--- src/design/sacl_pkg.sv ---
// Package of the set-associative cache lookup unit: config codes and types.
// No dependencies.
package sacl_pkg;

	// configuration register indexes
	localparam logic [1:0] CFG_OFFSET_BITS = 2'd0;
	localparam logic [1:0] CFG_SET_BITS    = 2'd1;
	localparam logic [1:0] CFG_WAYS        = 2'd2;
	localparam logic [1:0] CFG_POLICY      = 2'd3;

	localparam int CFG_DATA_W = 4;
	localparam int SET_W      = 8;
	localparam int NW_W       = 5;
	localparam int OUT_DATA_W = 16;

	localparam logic [15:0] LFSR_MASK  = 16'hB400;
	localparam logic [15:0] LFSR_RESET = 16'h0001;

	// effective geometry after clamping
	typedef struct packed {
		logic [2:0]      ob;
		logic [3:0]      sb;
		logic [NW_W-1:0] nw;
		logic            rnd;
	} cfg_t;

endpackage

--- src/design/sacl_front.sv ---
// Front end of the cache lookup unit: accepts an access and splits it into
// one command per cache block. Depends on sacl_pkg.
module sacl_front #(
	parameter int ADDR_WIDTH = 64,
	parameter int TW         = 61,
	parameter int CW         = 70
) (
	input  logic                  clk,
	input  logic                  arst_n,
	input  sacl_pkg::cfg_t        cfg,
	input  logic                  in_valid,
	output logic                  in_ready,
	input  logic [ADDR_WIDTH-1:0] address,
	input  logic [7:0]            byte_count,
	output logic                  cmd_push,
	output logic [CW-1:0]         cmd_data,
	input  logic                  cmd_full
);

	logic                  busy_q;
	logic [ADDR_WIDTH-1:0] addr_q;
	logic [5:0]            left_q;

	logic [9:0]            bsize;
	logic [9:0]            start_off;
	logic [9:0]            span;
	logic [5:0]            blocks;
	logic [TW-1:0]         tag;
	logic [8:0]            set_mask;
	logic [sacl_pkg::SET_W-1:0] set_idx;
	logic                  last;

	assign in_ready = !busy_q;

	// number of blocks the access touches
	always_comb begin
		bsize     = 10'd1 << cfg.ob;
		start_off = 10'(address[6:0]) & (bsize - 10'd1);
		span      = start_off + 10'(byte_count) + bsize - 10'd1;
		blocks    = 6'(span >> cfg.ob);
	end

	// split current block address into set and tag
	always_comb begin
		set_mask = (9'd1 << cfg.sb) - 9'd1;
		set_idx  = 8'(addr_q >> cfg.ob) & set_mask[7:0];
		tag      = TW'(addr_q >> (5'(cfg.ob) + 5'(cfg.sb)));
		last     = (left_q == 6'd1);
	end

	assign cmd_push = busy_q && !cmd_full;
	assign cmd_data = {tag, set_idx, last};

	// step through the blocks of the access
	always_ff @(posedge clk or negedge arst_n) begin
		if (!arst_n) begin
			busy_q <= 1'b0;
			addr_q <= '0;
			left_q <= '0;
		end else if (!busy_q) begin
			if (in_valid && blocks != 6'd0) begin
				busy_q <= 1'b1;
				addr_q <= address;
				left_q <= blocks;
			end
		end else if (!cmd_full) begin
			addr_q <= addr_q + ADDR_WIDTH'(bsize);
			left_q <= left_q - 6'd1;
			if (last) begin
				busy_q <= 1'b0;
			end
		end
	end

endmodule

--- config.mk ---
export PLATFORM = sky130hd
export DESIGN_NAME = sacl_front
export DESIGN_NICKNAME = d
export VERILOG_FILES = /design/src/design/sacl_pkg.sv /design/src/design/sacl_front.sv
export SDC_FILE = /design/constraint.sdc
export NUM_CORES = 1
export LEC_CHECK = 0
export ABC_AREA = 1
export BUFFER_PORTS_ARGS = -buffer_cell sky130_fd_sc_hd__buf_4
export CORE_UTILIZATION = 44
export CTS_BUF_LIST = sky130_fd_sc_hd__clkbuf_8
export CTS_CLUSTER_DIAMETER = 100
export DETAILED_ROUTE_END_ITERATION = 7
export HOLD_SLACK_MARGIN = 0.06
export PLACE_DENSITY_LB_ADDON = 0.08
export SLEW_MARGIN = 20
export SYNTH_ARGS = -nofsm -noshare
export SYNTH_HDL_FRONTEND = slang
export SYNTH_SLANG_ARGS = --single-unit
export TNS_END_PERCENT = 30
--- constraint.sdc ---
create_clock -name clk -period 5.05 [get_ports clk]
set_clock_uncertainty 0.1 [all_clocks]
set_input_delay 1.01 -clock clk [delete_from_list [all_inputs] [get_ports clk]]
set_output_delay 1.01 -clock clk [all_outputs]
set_load 0.02 [all_outputs]
# After elaboration in Yosys (flattened, before gate mapping)
# Index checks and enable logic that the tools add are counted.
# W data, S select, Z words.
[word_totals] out_inout_bits=72 regBits=71 input_bits=89 elab_cells=37
[classes] add_sub_neg=8 muxes=10 bitwise_logic=2 n_shift=5 eq_ne=2 n_reduce_logical=7
[ops] cell="$mux W64" n=3
[ops] cell="$add A64 B10 Y64" n=1
[ops] cell="$shr A64 B3 Y8" n=1
[ops] cell="$shr A64 B5 Y61" n=1
[ops] cell="$sub A10 B1 Y10 const B" n=2
[ops] cell="$mux W6" n=3
[ops] cell="$add A10 B10 Y10" n=1
[ops] cell="$add A10 B8 Y10" n=1
[ops] cell="$and A7 B10 Y10" n=1
[ops] cell="$shl A1 B3 Y10 const A" n=1
[ops] cell="$shr A10 B3 Y6" n=1
[ops] cell="$and A8 B8 Y8" n=1
[ops] cell="$shl A1 B4 Y8 const A" n=1
[ops] cell="$sub A8 B1 Y8 const B" n=1
[ops] cell="$eq A6 B1 Y1 const B" n=1
[ops] cell="$reduce_bool A6 Y1" n=1
[ops] cell="$sub A6 B1 Y6 const B" n=1
[ops] cell="$add A3 B4 Y5" n=1
[ops] cell="$mux W1" n=4
[ops] cell="$logic_and A1 B1 Y1" n=2
[ops] cell="$logic_not A1 Y1" n=2
[ops] cell="$ne A2 B2 Y1 const B" n=1
[ops] cell="$reduce_and A2 Y1" n=1
[ops] cell="$reduce_bool A2 Y1" n=1

# Longest topological paths before layout
[logic_depth] depth_word=11 depth_mapped=30 depth_no_buf=29

# Least setup slack after synthesis
# Ideal clock, no wire load.
[synth_path] path_type="input to register" from="in cfg[10] in the netlist's numbering" to="reg addr_q[50]" setup_slack_ns=0.360 setup_ns=0.117 path_buffers=4 arrival_ns=4.473 path_stages=25 required_time_ns=4.833 path_cell_list="buf_2 -> buf_2 -> clkbuf_1 -> nor2_1 -> nand2_1 -> ha_1 -> fa_1 -> fa_1 -> inv_1 -> nand2_1 -> nand2_1 -> nand3_2 -> nand2_1 -> nand2_1 -> nand3_1 -> nand3_1 -> nand3_1 -> nand2_1 -> nor2_1 -> nand3_2 -> nand2_4 -> nand2_8 -> buf_6 -> nand2_1 -> nand2_1"
[synth_between] elab_chain_len=11 elab_cells_between_ends=14 classes_between="add/sub: 5; shift: 2; mux: 2; bitwise: 1; reduce/logical: 4"
[synth_rtl] item="start: declaration" line_no="sacl_front.sv:10" rtl="input sacl_pkg::cfg_t cfg,"
[synth_rtl] item="$shl A1 B3 Y10" line_no="sacl_front.sv:37" rtl="bsize = 10'd1 << cfg.ob;"
[synth_rtl] item="$sub A10 B1 Y10" line_no="sacl_front.sv:38" rtl="start_off = 10'(address[6:0]) & (bsize - 10'd1);"
[synth_rtl] item="$and A7 B10 Y10" line_no="sacl_front.sv:38"
[synth_rtl] item="$add A10 B8 Y10" line_no="sacl_front.sv:39" rtl="span = start_off + 10'(byte_count) + bsize - 10'd1;"
[synth_rtl] item="$add A10 B10 Y10" line_no="sacl_front.sv:39"
[synth_rtl] item="$sub A10 B1 Y10" line_no="sacl_front.sv:39"
[synth_rtl] item="$shr A10 B3 Y6" line_no="sacl_front.sv:40" rtl="blocks = 6'(span >> cfg.ob);"
[synth_rtl] item="$reduce_bool A6 Y1" line_no="sacl_front.sv:61" rtl="if (in_valid && blocks != 6'd0) begin"
[synth_rtl] item="$logic_and A1 B1 Y1" line_no="sacl_front.sv:61"
[synth_rtl] item="$reduce_bool A2 Y1 (no line)"
[synth_rtl] item="$reduce_and A2 Y1 (no line)"
[synth_rtl] item="end signal: assignment" line_no="sacl_front.sv:63" rtl="addr_q <= address;"
[synth_rtl] item="end signal: assignment" line_no="sacl_front.sv:67" rtl="addr_q <= addr_q + ADDR_WIDTH'(bsize);"
[synth_rtl] item="end: declaration" line_no="sacl_front.sv:21" rtl="logic [ADDR_WIDTH-1:0] addr_q;"
# Several ways; a longest one is shown, not always the timed one. The select of a mux whose other input is x is not followed.
# A chain may end at the register's enable or synchronous reset.

# Worst setup path in the final report
[layout_path] from="in cfg[10] in the netlist's numbering" to="out cmd_data[17]"
[layout_between] elab_chain_len=2
[layout_rtl] item="$add A3 B4 Y5" line_no="sacl_front.sv:47" rtl="tag = TW'(addr_q >> (5'(cfg.ob) + 5'(cfg.sb)));"
[layout_rtl] item="$shr A64 B5 Y61" line_no="sacl_front.sv:47"
[layout_rtl] item="end: declaration" line_no="sacl_front.sv:16" rtl="output logic [CW-1:0] cmd_data,"
# No other way between the ends.

==> impl_metrics.env <==
export IMPL_antenna_found_initial=0
export IMPL_die_h_um=162
export IMPL_hold_violations=0
export IMPL_start_kind="input port"
export IMPL_ioPinCount=161
export IMPL_worstPathRequired_ps=3940
export IMPL_synth_warnings=0
export IMPL_p_total_w=0.00593
export IMPL_synth_area_top_cells="nand2_1, dfrtp_1, mux2i_1"
export IMPL_grt_pass1_wl_um=66100
export IMPL_yosys_area_top_type_share_pct=21.9
export IMPL_failed_checks="DRC"
export IMPL_drt_first_pass_iters=8
export IMPL_syn_nets=2073
export IMPL_cts_buffer_depth=2
export IMPL_finalSetupViolations=0
export IMPL_min_path_type="input port to async pin"
export IMPL_overflow=0
export IMPL_cts_root_buf="clkbuf_8"
export IMPL_rows=58
export IMPL_worst_pin_slew_ps=929
export IMPL_critical_path_slowest_cell="fa_2"
export IMPL_setup_slack_ps=199
export IMPL_grt_pass1_vias=11900
export IMPL_whs_ps=399
export IMPL_hpwl_um=34000
export IMPL_clk_pin_slew_ps=90
export IMPL_ys_seq_elements=71
export IMPL_cts_tree="yes"
export IMPL_drc=1
export IMPL_wl_per_cell_um=17.8
export IMPL_cts_buffers=9
export IMPL_fin_crit_sh_pct=96.1
export IMPL_insertion_delay_ps=390
export IMPL_htree_levels=3
export IMPL_reg2regPathDepth=15
export IMPL_synth_seq_area_share_pct=15.9
export IMPL_synth_top_area_cell="nand2_1"
export IMPL_fin_nets=2180
export IMPL_status="complete, but fails checks"
export IMPL_final_core_util_pct=51.8
export IMPL_synth_ff_type="dfrtp_1"
export IMPL_maxCapViolCount=0
export IMPL_n_antenna_cell=0
export IMPL_yosysMostFrequentCell="nand2_1"
export IMPL_die_w_um=162
export IMPL_synth_edf_count=0
export IMPL_track_usage_pct=32.6
export IMPL_maxSlewViolCount=0
export IMPL_syn_avg_cell_area_um2=5.77
export IMPL_clock_sinks=71
export IMPL_pre_cts_slack_ps=-100
export IMPL_numPortBuffers=154
export IMPL_cellPowerDensity_mw_per_mm2=456
export IMPL_ir_drop_uv=649
export IMPL_max_stage_delay_ps=630
export IMPL_vias_per_cell=5.50
export IMPL_vias=13100
export IMPL_drtIter0Drc=1391
export IMPL_drive_gt1_share_pct=13.0
export IMPL_max_freq_ghz=0.206
export IMPL_async_flop_share_pct=100
export IMPL_synthTopCellsByCount="nand2_1, inv_1, o21ai_0, nand3_1, nor2_1"
export IMPL_p_leak_nw=6.77
export IMPL_maxSlewHeadroom_pct=38.1
export IMPL_fin_crit_ps=4850
export IMPL_routabilityCongestion=0.955
export IMPL_ys_types=50
export IMPL_final_antenna_net_count=0
export IMPL_core_area_mm2=0.0251
export IMPL_crit_path_max_fanout=40
export IMPL_wl_um=42500
export IMPL_netlist_instances=1942
export IMPL_rsz0062_at_grt="no"
export IMPL_area_delta_synth_final_pct=16.1
export IMPL_path_class="input port to primary output"
export IMPL_crit_chain="buf_4 > buf_6 > ha_2 > fa_2 > clkinv_1 > clkbuf_8 > nand3_1 > o21ai_0 > mux2i_1 > mux2i_1 > o21ai_0 > buf_4"
export IMPL_grt_start_max_net_pins=72
export IMPL_syn_area_mm2=0.0112
export IMPL_endpoint_kind="primary output"
export IMPL_critical_path_arrival_ps=3740
export IMPL_start_util_pct=44.6
export IMPL_die_area_mm2=0.0261
==> path summary, 6_finish.rpt <==
check,slack (ps),from,end
max reg2reg,1730,addr_q[0]$_DFFE_PN0P_,addr_q[36]$_DFFE_PN0P_
max in group asynchronous,3540,arst_n,busy_q$_DFF_PN0_
min,400,arst_n,addr_q[54]$_DFFE_PN0P_
min reg2reg,410,addr_q[61]$_DFFE_PN0P_,addr_q[61]$_DFFE_PN0P_
min in group clk,410,addr_q[61]$_DFFE_PN0P_,addr_q[61]$_DFFE_PN0P_
max,200,cfg[10],cmd_data[17]
==> worst max-delay path, delay by kind of cell <==
family	cells	cell delay, ps
multiplexers	2	560
buffers and inverters	5	860
AO/OA/AOI/OAI	2	320
AND/OR/NAND/NOR	1	130
adder cells (fa/ha/maj)	2	830
==> per-layer routing <==
metal | vias up | global-route usage (%) | wire [um]
met5 | - | 0 | 0
met4 | 0 | 7.98 | 831
met3 | 43 | 6.24 | 3960
met2 | 565 | 47.0 | 17200
met1 | 5952 | 49.0 | 20500
li1 | 6547 | - | -
==> flip-flops by register name (all words and copies together), names as in the netlist <==
register  flops
addr_q       64
busy_q        1
left_q        6
==> metrics by stage <==
| stage | setup TNS, ps | cell area [um2] | instances |
|---|---|---|---|
| final | 0 | 13000 | 2384 |
| after global routing | 0 | 13000 | 2384 |
| after CTS | 0 | 12900 | 2381 |
| after detailed placement | -4090 | 12700 | 2365 |
| after global placement | 0 | 12700 | 2365 |
| after floorplan | 0 | 11200 | 1942 |
==> repair_timing <==
action,in CTS,in global routing
setup buffers,0,2
resized for setup,0,9
endpoints found under the setup margin,0,105
hold buffers,0,0
==> report_power, final <==
group / internal, W / total [W] / leakage, nW / switching [W]
Combinational: 0.00149 / 0.00420 / 5.76 / 0.00271
Sequential: 0.000807 / 0.00123 / 0.906 / 0.000423
Clock: 0.000251 / 0.000502 / 0.108 / 0.000251
==> area by class of cell <==
type | instances | area (um2)
multi-input cells | 1547 | 8130
fillers | 2741 | 12100
clock inverters | 5 | 50.0
repair buffers | 204 | 1680
clock buffers | 11 | 151
flip-flops and latches | 71 | 1780
well taps | 330 | 413
inverters | 216 | 811
==> kinds of logic (layout without fill, tap and decap cells) <==
logic type,after synthesis,count (layout),synth area share (%)
compound gates,282,282,13.6
simple gates,1082,1082,41.0
buf+inv,324,436,12.1
flops,71,71,15.9
fa+ha+maj,42,42,5.29
mux,108,108,9.65
xor+xnor,33,33,2.58
==> cell usage in the layout, fill, tap and decap left out, types with 10 or more instances in the layout <==
master,instances
ha_1,32
mux2i_1,108
a31oi_1,13
nand4_1,30
nand2_1,652
nor3_1,38
clkbuf_8,12
buf_4,192
inv_1,209
o21ai_0,206
dfrtp_1,70
nand3_1,180
nor4_1,12
or2_2,10
nor2_1,134
a21oi_1,30
xor2_1,29
Power figures use the tool's default switching activity.
