<file path="src/design/sacl_queue.sv">
// Two-entry queue between the block splitter and the lookup engine.
// No package dependencies.
module sacl_queue #(
	parameter int W = 70
) (
	input  logic         clk,
	input  logic         arst_n,
	input  logic         push,
	input  logic [W-1:0] wdata,
	output logic         full,
	input  logic         pop,
	output logic         not_empty,
	output logic [W-1:0] rdata
);

	logic [W-1:0] entry_q [2];
	logic         wp_q;
	logic         rp_q;
	logic [1:0]   cnt_q;

	assign full      = (cnt_q == 2'd2);
	assign not_empty = (cnt_q != 2'd0);
	assign rdata     = entry_q[rp_q];

	// store incoming command
	always_ff @(posedge clk) begin
		if (push && !full) begin
			entry_q[wp_q] <= wdata;
		end
	end

	// advance pointers and count
	always_ff @(posedge clk or negedge arst_n) begin
		if (!arst_n) begin
			wp_q  <= 1'b0;
			rp_q  <= 1'b0;
			cnt_q <= 2'd0;
		end else begin
			if (push && !full) begin
				wp_q <= ~wp_q;
			end
			if (pop && not_empty) begin
				rp_q <= ~rp_q;
			end
			cnt_q <= cnt_q + 2'((push && !full) ? 1 : 0) - 2'((pop && not_empty) ? 1 : 0);
		end
	end

endmodule

</file>
<file path="config.mk">
export PLATFORM = sky130hd
export DESIGN_NAME = sacl_queue
export DESIGN_NICKNAME = d
export VERILOG_FILES = /design/src/design/sacl_queue.sv
export SDC_FILE = /design/constraint.sdc
export NUM_CORES = 1
export LEC_CHECK = 0
export ABC_CLOCK_PERIOD_IN_PS = 8400
export BUFFER_PORTS_ARGS = -buffer_cell sky130_fd_sc_hd__buf_2
export CAP_MARGIN = 10
export CORE_MARGIN = 1
export CORE_UTILIZATION = 51
export CTS_BUF_LIST = sky130_fd_sc_hd__clkbuf_4
export DETAILED_ROUTE_END_ITERATION = 8
export GPL_ROUTABILITY_DRIVEN = 0
export MAX_ROUTING_LAYER = met4
export PLACE_DENSITY = 0.77
export SYNTH_ARGS = -nofsm -noshare
export SYNTH_HDL_FRONTEND = slang
export SYNTH_SLANG_ARGS = --single-unit
export TNS_END_PERCENT = 10
</file>
<file path="constraint.sdc">
create_clock -name clk -period 8.4 [get_ports clk]
set_clock_uncertainty 0.15 [all_clocks]
set_input_delay 0.84 -clock clk [delete_from_list [all_inputs] [get_ports clk]]
set_output_delay 0.84 -clock clk [all_outputs]
set_load 0.1 [all_outputs]
</file>
## Word level (Yosys, flattened, before mapping)

Memories as Yosys holds them, arrays and structs flattened.
Index checks and enable logic that the tools add are counted.
Widths: inputs -> output; s select.

- Word-level logic and storage cells: 17
- Output and inout bits: 72
- Memories: 1
- Register bits after elaboration: 4
- Memory bits (writable): 140
- Bits of input ports: 74

- Muxes and demuxes: 4
- $add $sub $neg: 2
- Reductions and logical operators: 4
- Bitwise logic cells: 2
- Eq/ne operators: 1

Memory list:

| name | words | width | read ports | clocked after memory_dff | write ports | line | source |
|---|---|---|---|---|---|---|---|
| entry_q | 2 | 70 | 1 | 0 | 1 | 16 | `logic [W-1:0] entry_q [2];` |

Operators by type and width:

| operator | count |
|---|---|
| $mux 1 | 4 |
| $add 2x1->2 | 1 |
| $eq 2x2->1 const B | 1 |
| $logic_and 1x1->1 | 2 |
| $not 1->1 | 2 |
| $reduce_bool 2->1 | 1 |
| $sub 2x1->2 | 1 |
| $logic_not 1->1 | 1 |

## Depth between registers and ports, before layout

Gate-level depths: netlist (run 1).

- Depth after elaboration: 6
- Gate-level depth with buffers: 7
- Depth with buffers taken out: 7

## Least setup slack after synthesis (run 1)

Ideal clock, no wire load.

- Path type: input to register
- From: in push
- To: mem entry_q[0][0], enable pin
- Arrival: 3.858 ns
- Path buffers: 0
- Data required time: 7.752 ns
- Slack: 3.894 ns
- Stages: 2
- Cell sequence: nand2_1 nor2_1

- Cells in the longest elaborated chain, start to end: 3

Ends and longest elaborated chain:

| element | line | source |
|---|---|---|
| start, declared | 8 | `input logic push,` |
| $logic_and 1x1->1 | 27 | `if (push && !full) begin` |
| $mux 1 | 27 |  |
| $mux 1 (not written as such) | 28 | `entry_q[wp_q] <= wdata;` |
| end, declared | 16 |  |

Every way passes these cells.

## Worst setup path in the final report (run 1)

- From: reg rp_q
- To: out rdata[32]

- Cells in the longest elaborated chain, start to end: 1

Ends and longest elaborated chain:

| element | line | source |
|---|---|---|
| start, declared | 18 | `logic rp_q;` |
| start signal, assigned | 43 | `rp_q <= ~rp_q;` |
| $mem_v2 2x70 | -- |  |
| end, declared | 13 | `output logic [W-1:0] rdata` |

Every way passes these cells.

==> flow_results.xml, run 1 <==
<?xml version="1.0" encoding="UTF-8"?>
<metrics>
  <group name="synthesis">
    <metric name="ys_types" unit="">16</metric>
    <metric name="synth-xor-area-share" unit="">0.00625</metric>
    <metric name="cell_area_after_synthesis" unit="um^2">5610</metric>
    <metric name="fraction_of_synthesized_area_in_multiplexers" unit="">0.187</metric>
    <metric name="per_instance_average_area_after_synthesis" unit="um^2">23.8</metric>
    <metric name="synth-main-ff-cell" unit="">sky130_fd_sc_hd__edfxtp_1</metric>
    <metric name="number_of_nets_in_the_synthesized_netlist" unit="">312</metric>
    <metric name="ys_warn_count" unit="">0</metric>
    <metric name="synth-simple-area-share" unit="">0.00625</metric>
    <metric name="synth_compound_area_frac" unit="">0</metric>
    <metric name="synth-edff-count" unit="">140</metric>
    <metric name="proportion_of_synthesized_flip_flops_having_asynchronous_set_or_reset" unit="">0.0278</metric>
    <metric name="synth_adder_area_share" unit="">0.00446</metric>
    <metric name="largest_family_of_logic_cells_by_synthesized_area" unit="">multiplexers</metric>
    <metric name="synth_sequential_area_ratio" unit="">0.768</metric>
    <metric name="synthesis.instances" unit="">236</metric>
    <metric name="synth-seq-cells" unit="">144</metric>
  </group>
  <group name="layout">
    <metric name="layout_commonest_cell" unit="">sky130_fd_sc_hd__buf_2</metric>
    <metric name="finalNetCount" unit="">471</metric>
    <metric name="area_delta_synth_final" unit="%">19.9</metric>
    <metric name="nFillCells" unit="">738</metric>
    <metric name="drive_above_1_share" unit="">0.615</metric>
    <metric name="final_cell_mix" unit="">sky130_fd_sc_hd__buf_2 (145), sky130_fd_sc_hd__edfxtp_1 (140), sky130_fd_sc_hd__mux2_4 (69), sky130_fd_sc_hd__clkbuf_4 (18), sky130_fd_sc_hd__bufinv_16 (4)</metric>
  </group>
  <group name="setup_path">
    <metric name="cp_slowest_cell" unit="">sky130_fd_sc_hd__buf_4</metric>
    <metric name="cp.required" unit="ps">7410</metric>
    <metric name="cp-start-kind" unit="">flip-flop</metric>
    <metric name="crit_buf_inv" unit="">2</metric>
    <metric name="worstSetupPathType" unit="">flip-flop to primary output</metric>
    <metric name="dominant_delay_contributor_by_cell_family_on_the_critical_path" unit="">buffers and inverters</metric>
    <metric name="cp_max_fo" unit="">61</metric>
    <metric name="worst_setup_path_end_kind" unit="">primary output</metric>
    <metric name="cp_slowest_stage_delay" unit="ps">830</metric>
    <metric name="path_cells" unit="">buf_4 -&gt; mux2_4 -&gt; buf_2</metric>
    <metric name="cp.arrival" unit="ps">2750</metric>
  </group>
  <group name="grt">
    <metric name="global_route.overflow_total" unit="">0</metric>
    <metric name="wire_length_of_the_first_global_routing_pass" unit="um">13500</metric>
    <metric name="grt_antenna_before_repair" unit="">1</metric>
    <metric name="largest_net_degree_at_the_start_of_global_routing" unit="">71</metric>
    <metric name="grt_pass1_vias" unit="">2700</metric>
    <metric name="combined_global_route_utilization_of_all_metal_layers" unit="">0.169</metric>
  </group>
  <group name="detailed_routing">
    <metric name="via_count" unit="">2665</metric>
    <metric name="drt-wirelength-per-cell" unit="um">16.4</metric>
    <metric name="post_detailed_routing_wire_length" unit="um">8920</metric>
    <metric name="dr.first_iter.drc_count" unit="">103</metric>
    <metric name="first_pass_iters" unit="">4</metric>
    <metric name="drtAntennaViolNets" unit="">0</metric>
    <metric name="post-route-drc-count" unit="">0</metric>
    <metric name="detail_route.vias_per_cell" unit="">4.89</metric>
  </group>
  <group name="placed_design">
    <metric name="dp_hpwl" unit="um">5950</metric>
    <metric name="portBuffers" unit="">145</metric>
    <metric name="detailedPlace.worstSlack" unit="ps">5190</metric>
  </group>
  <group name="floorplanning">
    <metric name="initial_core_util" unit="">0.533</metric>
    <metric name="pin_count" unit="">146</metric>
    <metric name="core-area" unit="um^2">10500</metric>
    <metric name="floorplan.die.width" unit="um">107</metric>
    <metric name="fp_rows" unit="">37</metric>
    <metric name="die_area" unit="um^2">11400</metric>
    <metric name="die-height" unit="um">107</metric>
  </group>
  <group name="timing">
    <metric name="rsz0062_at_grt" unit="">false</metric>
    <metric name="finalSetupViolations" unit="">0</metric>
    <metric name="pin_slew_with_the_least_headroom_to_its_limit" unit="ps">1140</metric>
    <metric name="worst_slew_margin_rel" unit="">0.243</metric>
    <metric name="slew_violations" unit="">0</metric>
    <metric name="max_clock_freq" unit="MHz">268</metric>
    <metric name="final.setup.worst_slack" unit="ps">4660</metric>
    <metric name="layout_worst_path_cycle_share" unit="">0.445</metric>
    <metric name="finalSetupTns" unit="ps">0</metric>
    <metric name="report.final.hold_viol_count" unit="">0</metric>
    <metric name="fin_crit" unit="ps">3740</metric>
  </group>
  <group name="clock_tree">
    <metric name="clock_sinks" unit="">144</metric>
    <metric name="tritoncts.num_buffers" unit="">17</metric>
    <metric name="clock_tree_from_tritoncts" unit="">done</metric>
    <metric name="cts_max_level" unit="">4</metric>
    <metric name="clk_root_buffer_cell" unit="">sky130_fd_sc_hd__clkbuf_4</metric>
    <metric name="cts.reportedPaths.clkPinSlew" unit="ps">120</metric>
    <metric name="clock_latency" unit="ps">490</metric>
    <metric name="max-clock-path-buffers" unit="">2</metric>
  </group>
  <group name="worst_hold_path">
    <metric name="min-delay-path-class" unit="">input port to flip-flop</metric>
  </group>
  <group name="job">
    <metric name="max_cap_violations" unit="">0</metric>
  </group>
  <group name="status">
    <metric name="result_of_the_run" unit="">finished clean</metric>
  </group>
</metrics>
-- worst register-to-register path: stages, from the launching register on --
cell and delay, ps:
sky130_fd_sc_hd__dfrtp_1 420, sky130_fd_sc_hd__nand2b_1 140, sky130_fd_sc_hd__nand2_1 150, sky130_fd_sc_hd__nor2_4 320, sky130_fd_sc_hd__buf_4 720
-- flip-flops by register name, summed over array words and instances (netlist names) --
register and count:
cnt_q 2, entry_q 140, rp_q 1, wp_q 1
-- per-stage QoR --
stage	area [um^2]	hold slack (ps)	instances	util
2_1_floorplan	5610	311	236	-
3_5_place_dp	6380	380	511	0.607
5_1_grt	6720	293	545	0.639
6_report	6720	374	545	0.639
4_1_cts	6720	324	544	0.639
3_3_place_gp	6380	343	511	0.607
-- cells by family (layout without fill, tap and decap cells) --
logic type	count (synthesis)	in the layout
adders and majority gates	2	2
buffers and inverters	10	182
DFF	144	144
and+or+nand+nor	6	6
muxes	70	70
xor gates and xnor gates	4	4
other	0	1
-- path summary, 6_finish.rpt --
path                           start        endpoint  slack, ps  depth (start not counted)
max                             rp_q       rdata[32]       4660                          3
min                        wdata[47]  entry_q[1][47]        370                          1
max reg2reg                 cnt_q[1]  entry_q[0][58]       6090                          4
min reg2reg                 cnt_q[0]        cnt_q[0]        390                          1
max in group asynchronous     arst_n            rp_q       7440                          2
min in group asynchronous     arst_n            rp_q        530                          2
-- repair_timing --
action,4_1_cts,5_1_grt
hold endpoints to repair,4,0
resized for setup,0,0
hold buffers,1,0
buffers inserted,0,0
-- routing by layer --
| metal | GRT usage | wire [um] |
|---|---|---|
| met3 | 0.0608 | 594 |
| met5 | - | 0 |
| met1 | 0.201 | 3720 |
| met2 | 0.266 | 4520 |
| met4 | 0.0646 | 85 |
-- Yosys cell counts, types with 2 or more instances --
library cell               count  area, um^2
sky130_fd_sc_hd__ha_1          2        25.0
sky130_fd_sc_hd__mux2_4       69        1040
sky130_fd_sc_hd__edfxtp_1    140        4200
sky130_fd_sc_hd__dfrtp_1       4         100
sky130_fd_sc_hd__inv_1         2        7.51
sky130_fd_sc_hd__buf_12        7         140
sky130_fd_sc_hd__xnor2_1       3        26.3
-- cell type report --
cell class,instances,area (um^2),share of cell area
diodes,1,2.50,0.000372
clock buffers,18,135,0.0201
clock inverters,14,190,0.0283
inverters,2,7.51,0.00112
multi-input cells,82,1150,0.172
flip-flops and latches,144,4310,0.641
well taps,136,170,0.0253
repair buffers,148,751,0.112
Power of run 1 is not shown: default switching activity piles up to over one toggle a cycle in this logic, so the estimate is an artifact.
==> run 2, diff against run 1 <==
Settings changed: ABC_CLOCK_PERIOD_IN_PS 8400 to 3050, CORE_UTILIZATION 51 to 49, PLACE_DENSITY 0.77 to 0.78.
Clock period 8.4 ns to 3.05 ns, I/O delays scaled along.
==> run 2 against run 1 <==
  * Core utilization up 3.9 points
  * Die area up 4.0%
  * Critical path type unchanged
  * Highest routed layer unchanged
  * Sequential share of layout area down 6.3 points
  * Clock-buffer cell count up 1
  * Worst hold slack worse by 18 ps
  * First-iteration DRC count up 42%
  * Via count up 11%
  * Flip-flop and latch count unchanged
  * Worst setup slack worse by 4500 ps
  * Cell count up 14%
  * Non-clock buffer count up 75
  * Critical path depth unchanged
==> flow_results.xml, run 2 (same netlist as run 1, synthesis figures left out) <==
<?xml version="1.0" encoding="UTF-8"?>
<metrics>
  <group name="clock_tree">
    <metric name="cts_hold_repair.buffers" unit="">74</metric>
    <metric name="max-clock-path-buffers" unit="">2</metric>
    <metric name="clock_latency" unit="ps">510</metric>
    <metric name="clk_root_buffer_cell" unit="">sky130_fd_sc_hd__clkbuf_4</metric>
    <metric name="clock_tree_from_tritoncts" unit="">done</metric>
    <metric name="tritoncts.num_buffers" unit="">17</metric>
    <metric name="post_cts_repair_timing_setup_buffer_count" unit="">0</metric>
    <metric name="clock_sinks" unit="">144</metric>
    <metric name="post_cts_repair_resize_count" unit="">0</metric>
    <metric name="cts.reportedPaths.clkPinSlew" unit="ps">120</metric>
    <metric name="cts_max_level" unit="">4</metric>
  </group>
  <group name="status">
    <metric name="result_of_the_run" unit="">finished clean</metric>
  </group>
  <group name="floorplanning">
    <metric name="fp_rows" unit="">38</metric>
    <metric name="pin_count" unit="">146</metric>
    <metric name="die_area" unit="um^2">11900</metric>
    <metric name="die-height" unit="um">109</metric>
    <metric name="core-area" unit="um^2">11000</metric>
    <metric name="initial_core_util" unit="">0.510</metric>
    <metric name="floorplan.die.width" unit="um">109</metric>
  </group>
  <group name="timing">
    <metric name="finalSetupViolations" unit="">0</metric>
    <metric name="worst_slew_margin_rel" unit="">0.566</metric>
    <metric name="finalSetupTns" unit="ps">0</metric>
    <metric name="pin_slew_with_the_least_headroom_to_its_limit" unit="ps">651</metric>
    <metric name="layout_worst_path_cycle_share" unit="">0.954</metric>
    <metric name="max_clock_freq" unit="MHz">344</metric>
    <metric name="fin_crit" unit="ps">2910</metric>
    <metric name="rsz0062_at_grt" unit="">false</metric>
    <metric name="report.final.hold_viol_count" unit="">0</metric>
    <metric name="slew_violations" unit="">0</metric>
  </group>
  <group name="detailed_routing">
    <metric name="post-route-drc-count" unit="">0</metric>
    <metric name="post_detailed_routing_wire_length" unit="um">9670</metric>
    <metric name="detail_route.vias_per_cell" unit="">4.77</metric>
    <metric name="drtAntennaViolNets" unit="">0</metric>
    <metric name="first_pass_iters" unit="">6</metric>
    <metric name="drt-wirelength-per-cell" unit="um">15.5</metric>
    <metric name="via_count" unit="">2970</metric>
    <metric name="dr.first_iter.drc_count" unit="">146</metric>
  </group>
  <group name="setup_path">
    <metric name="cp_slowest_stage_delay" unit="ps">860</metric>
    <metric name="worstSetupPathType" unit="">flip-flop to primary output</metric>
    <metric name="path_cells" unit="">buf_12 -&gt; mux2_4 -&gt; buf_2</metric>
    <metric name="cp.required" unit="ps">2590</metric>
    <metric name="cp.arrival" unit="ps">2450</metric>
    <metric name="cp-start-kind" unit="">flip-flop</metric>
    <metric name="setup.reg_to_reg.worst_slack" unit="ps">1180</metric>
    <metric name="cp_max_fo" unit="">39</metric>
    <metric name="dominant_delay_contributor_by_cell_family_on_the_critical_path" unit="">flip-flops</metric>
    <metric name="worst_setup_path_end_kind" unit="">primary output</metric>
    <metric name="crit_buf_inv" unit="">2</metric>
    <metric name="cp_slowest_cell" unit="">sky130_fd_sc_hd__dfrtp_4</metric>
  </group>
  <group name="layout">
    <metric name="drive_above_1_share" unit="">0.519</metric>
    <metric name="finalNetCount" unit="">546</metric>
    <metric name="final_cell_mix" unit="">sky130_fd_sc_hd__buf_2 (145), sky130_fd_sc_hd__edfxtp_1 (140), sky130_fd_sc_hd__dlygate4sd3_1 (74), sky130_fd_sc_hd__mux2_4 (69), sky130_fd_sc_hd__clkbuf_4 (19)</metric>
    <metric name="reg_top3" unit="">entry_q (140), cnt_q (2)</metric>
    <metric name="largest_reg_flops" unit="">140</metric>
    <metric name="area_delta_synth_final" unit="%">33.0</metric>
    <metric name="stdcell_count" unit="">623</metric>
    <metric name="layout_commonest_cell" unit="">sky130_fd_sc_hd__buf_2</metric>
    <metric name="largest-register" unit="">entry_q</metric>
  </group>
  <group name="placed_design">
    <metric name="place.detailed.instances" unit="">517</metric>
    <metric name="portBuffers" unit="">145</metric>
  </group>
  <group name="grt">
    <metric name="wire_length_of_the_first_global_routing_pass" unit="um">14600</metric>
    <metric name="combined_global_route_utilization_of_all_metal_layers" unit="">0.177</metric>
    <metric name="largest_net_degree_at_the_start_of_global_routing" unit="">40</metric>
    <metric name="grt_pass1_vias" unit="">3144</metric>
    <metric name="global_route.overflow_total" unit="">0</metric>
    <metric name="grt_antenna_before_repair" unit="">1</metric>
  </group>
  <group name="job">
    <metric name="max_cap_violations" unit="">0</metric>
  </group>
  <group name="worst_hold_path">
    <metric name="min-delay-path-class" unit="">input port to flip-flop</metric>
  </group>
</metrics>
==> run 2: cell count changes in the layout (fill, tap and decap cells not counted), sizes merged <==
cell / before / now
bufinv: 4 / 3
dlygate4sd3: 1 / 74
buf: 147 / 149
clkinvlp: 3 / 2
clkbuf: 18 / 19
==> run 2: area by class of cell <==
class,count,area (um^2)
Clock inverter,12,143
Clock buffer,19,143
Inverter,2,7.51
Sequential cell,144,4310
Multi-Input combinational cell,82,1150
Fill cell,741,3530
Tap cell,140,175
Antenna cell,1,2.50
Timing Repair Buffer,223,1520
==> run 2: stage by stage <==
stage	hold slack, ps	worst slack, ps	utilization	area (um^2)
detailed placement	-36.0	720	0.585	6430
global route	307	40.2	0.679	7450
finish	356	142	0.679	7450
floorplan	-141	61.0	-	5610
CTS	291	105	0.679	7450
global placement	-31.9	726	0.585	6430
==> run 2: final timing paths <==
check | startpoint | end | cells after the start
worst max register to register | cnt_q[1] | cnt_q[1] | 7
worst max-delay path | rp_q | rdata[19] | 3
worst min register to register | cnt_q[0] | cnt_q[0] | 1
min in group asynchronous | arst_n | cnt_q[0] | 3
worst min-delay path | wdata[66] | entry_q[1][66] | 2
max in group asynchronous | arst_n | rp_q | 3
==> run 2: routing by layer <==
metal,vias up,global-route usage,wire [um]
met1,1438,0.187,3820
li1,1403,-,-
met2,119,0.308,5180
met4,0,0.0705,104
met5,-,-,0
met3,10,0.0550,556
Power of run 2 is left out for the same reason.
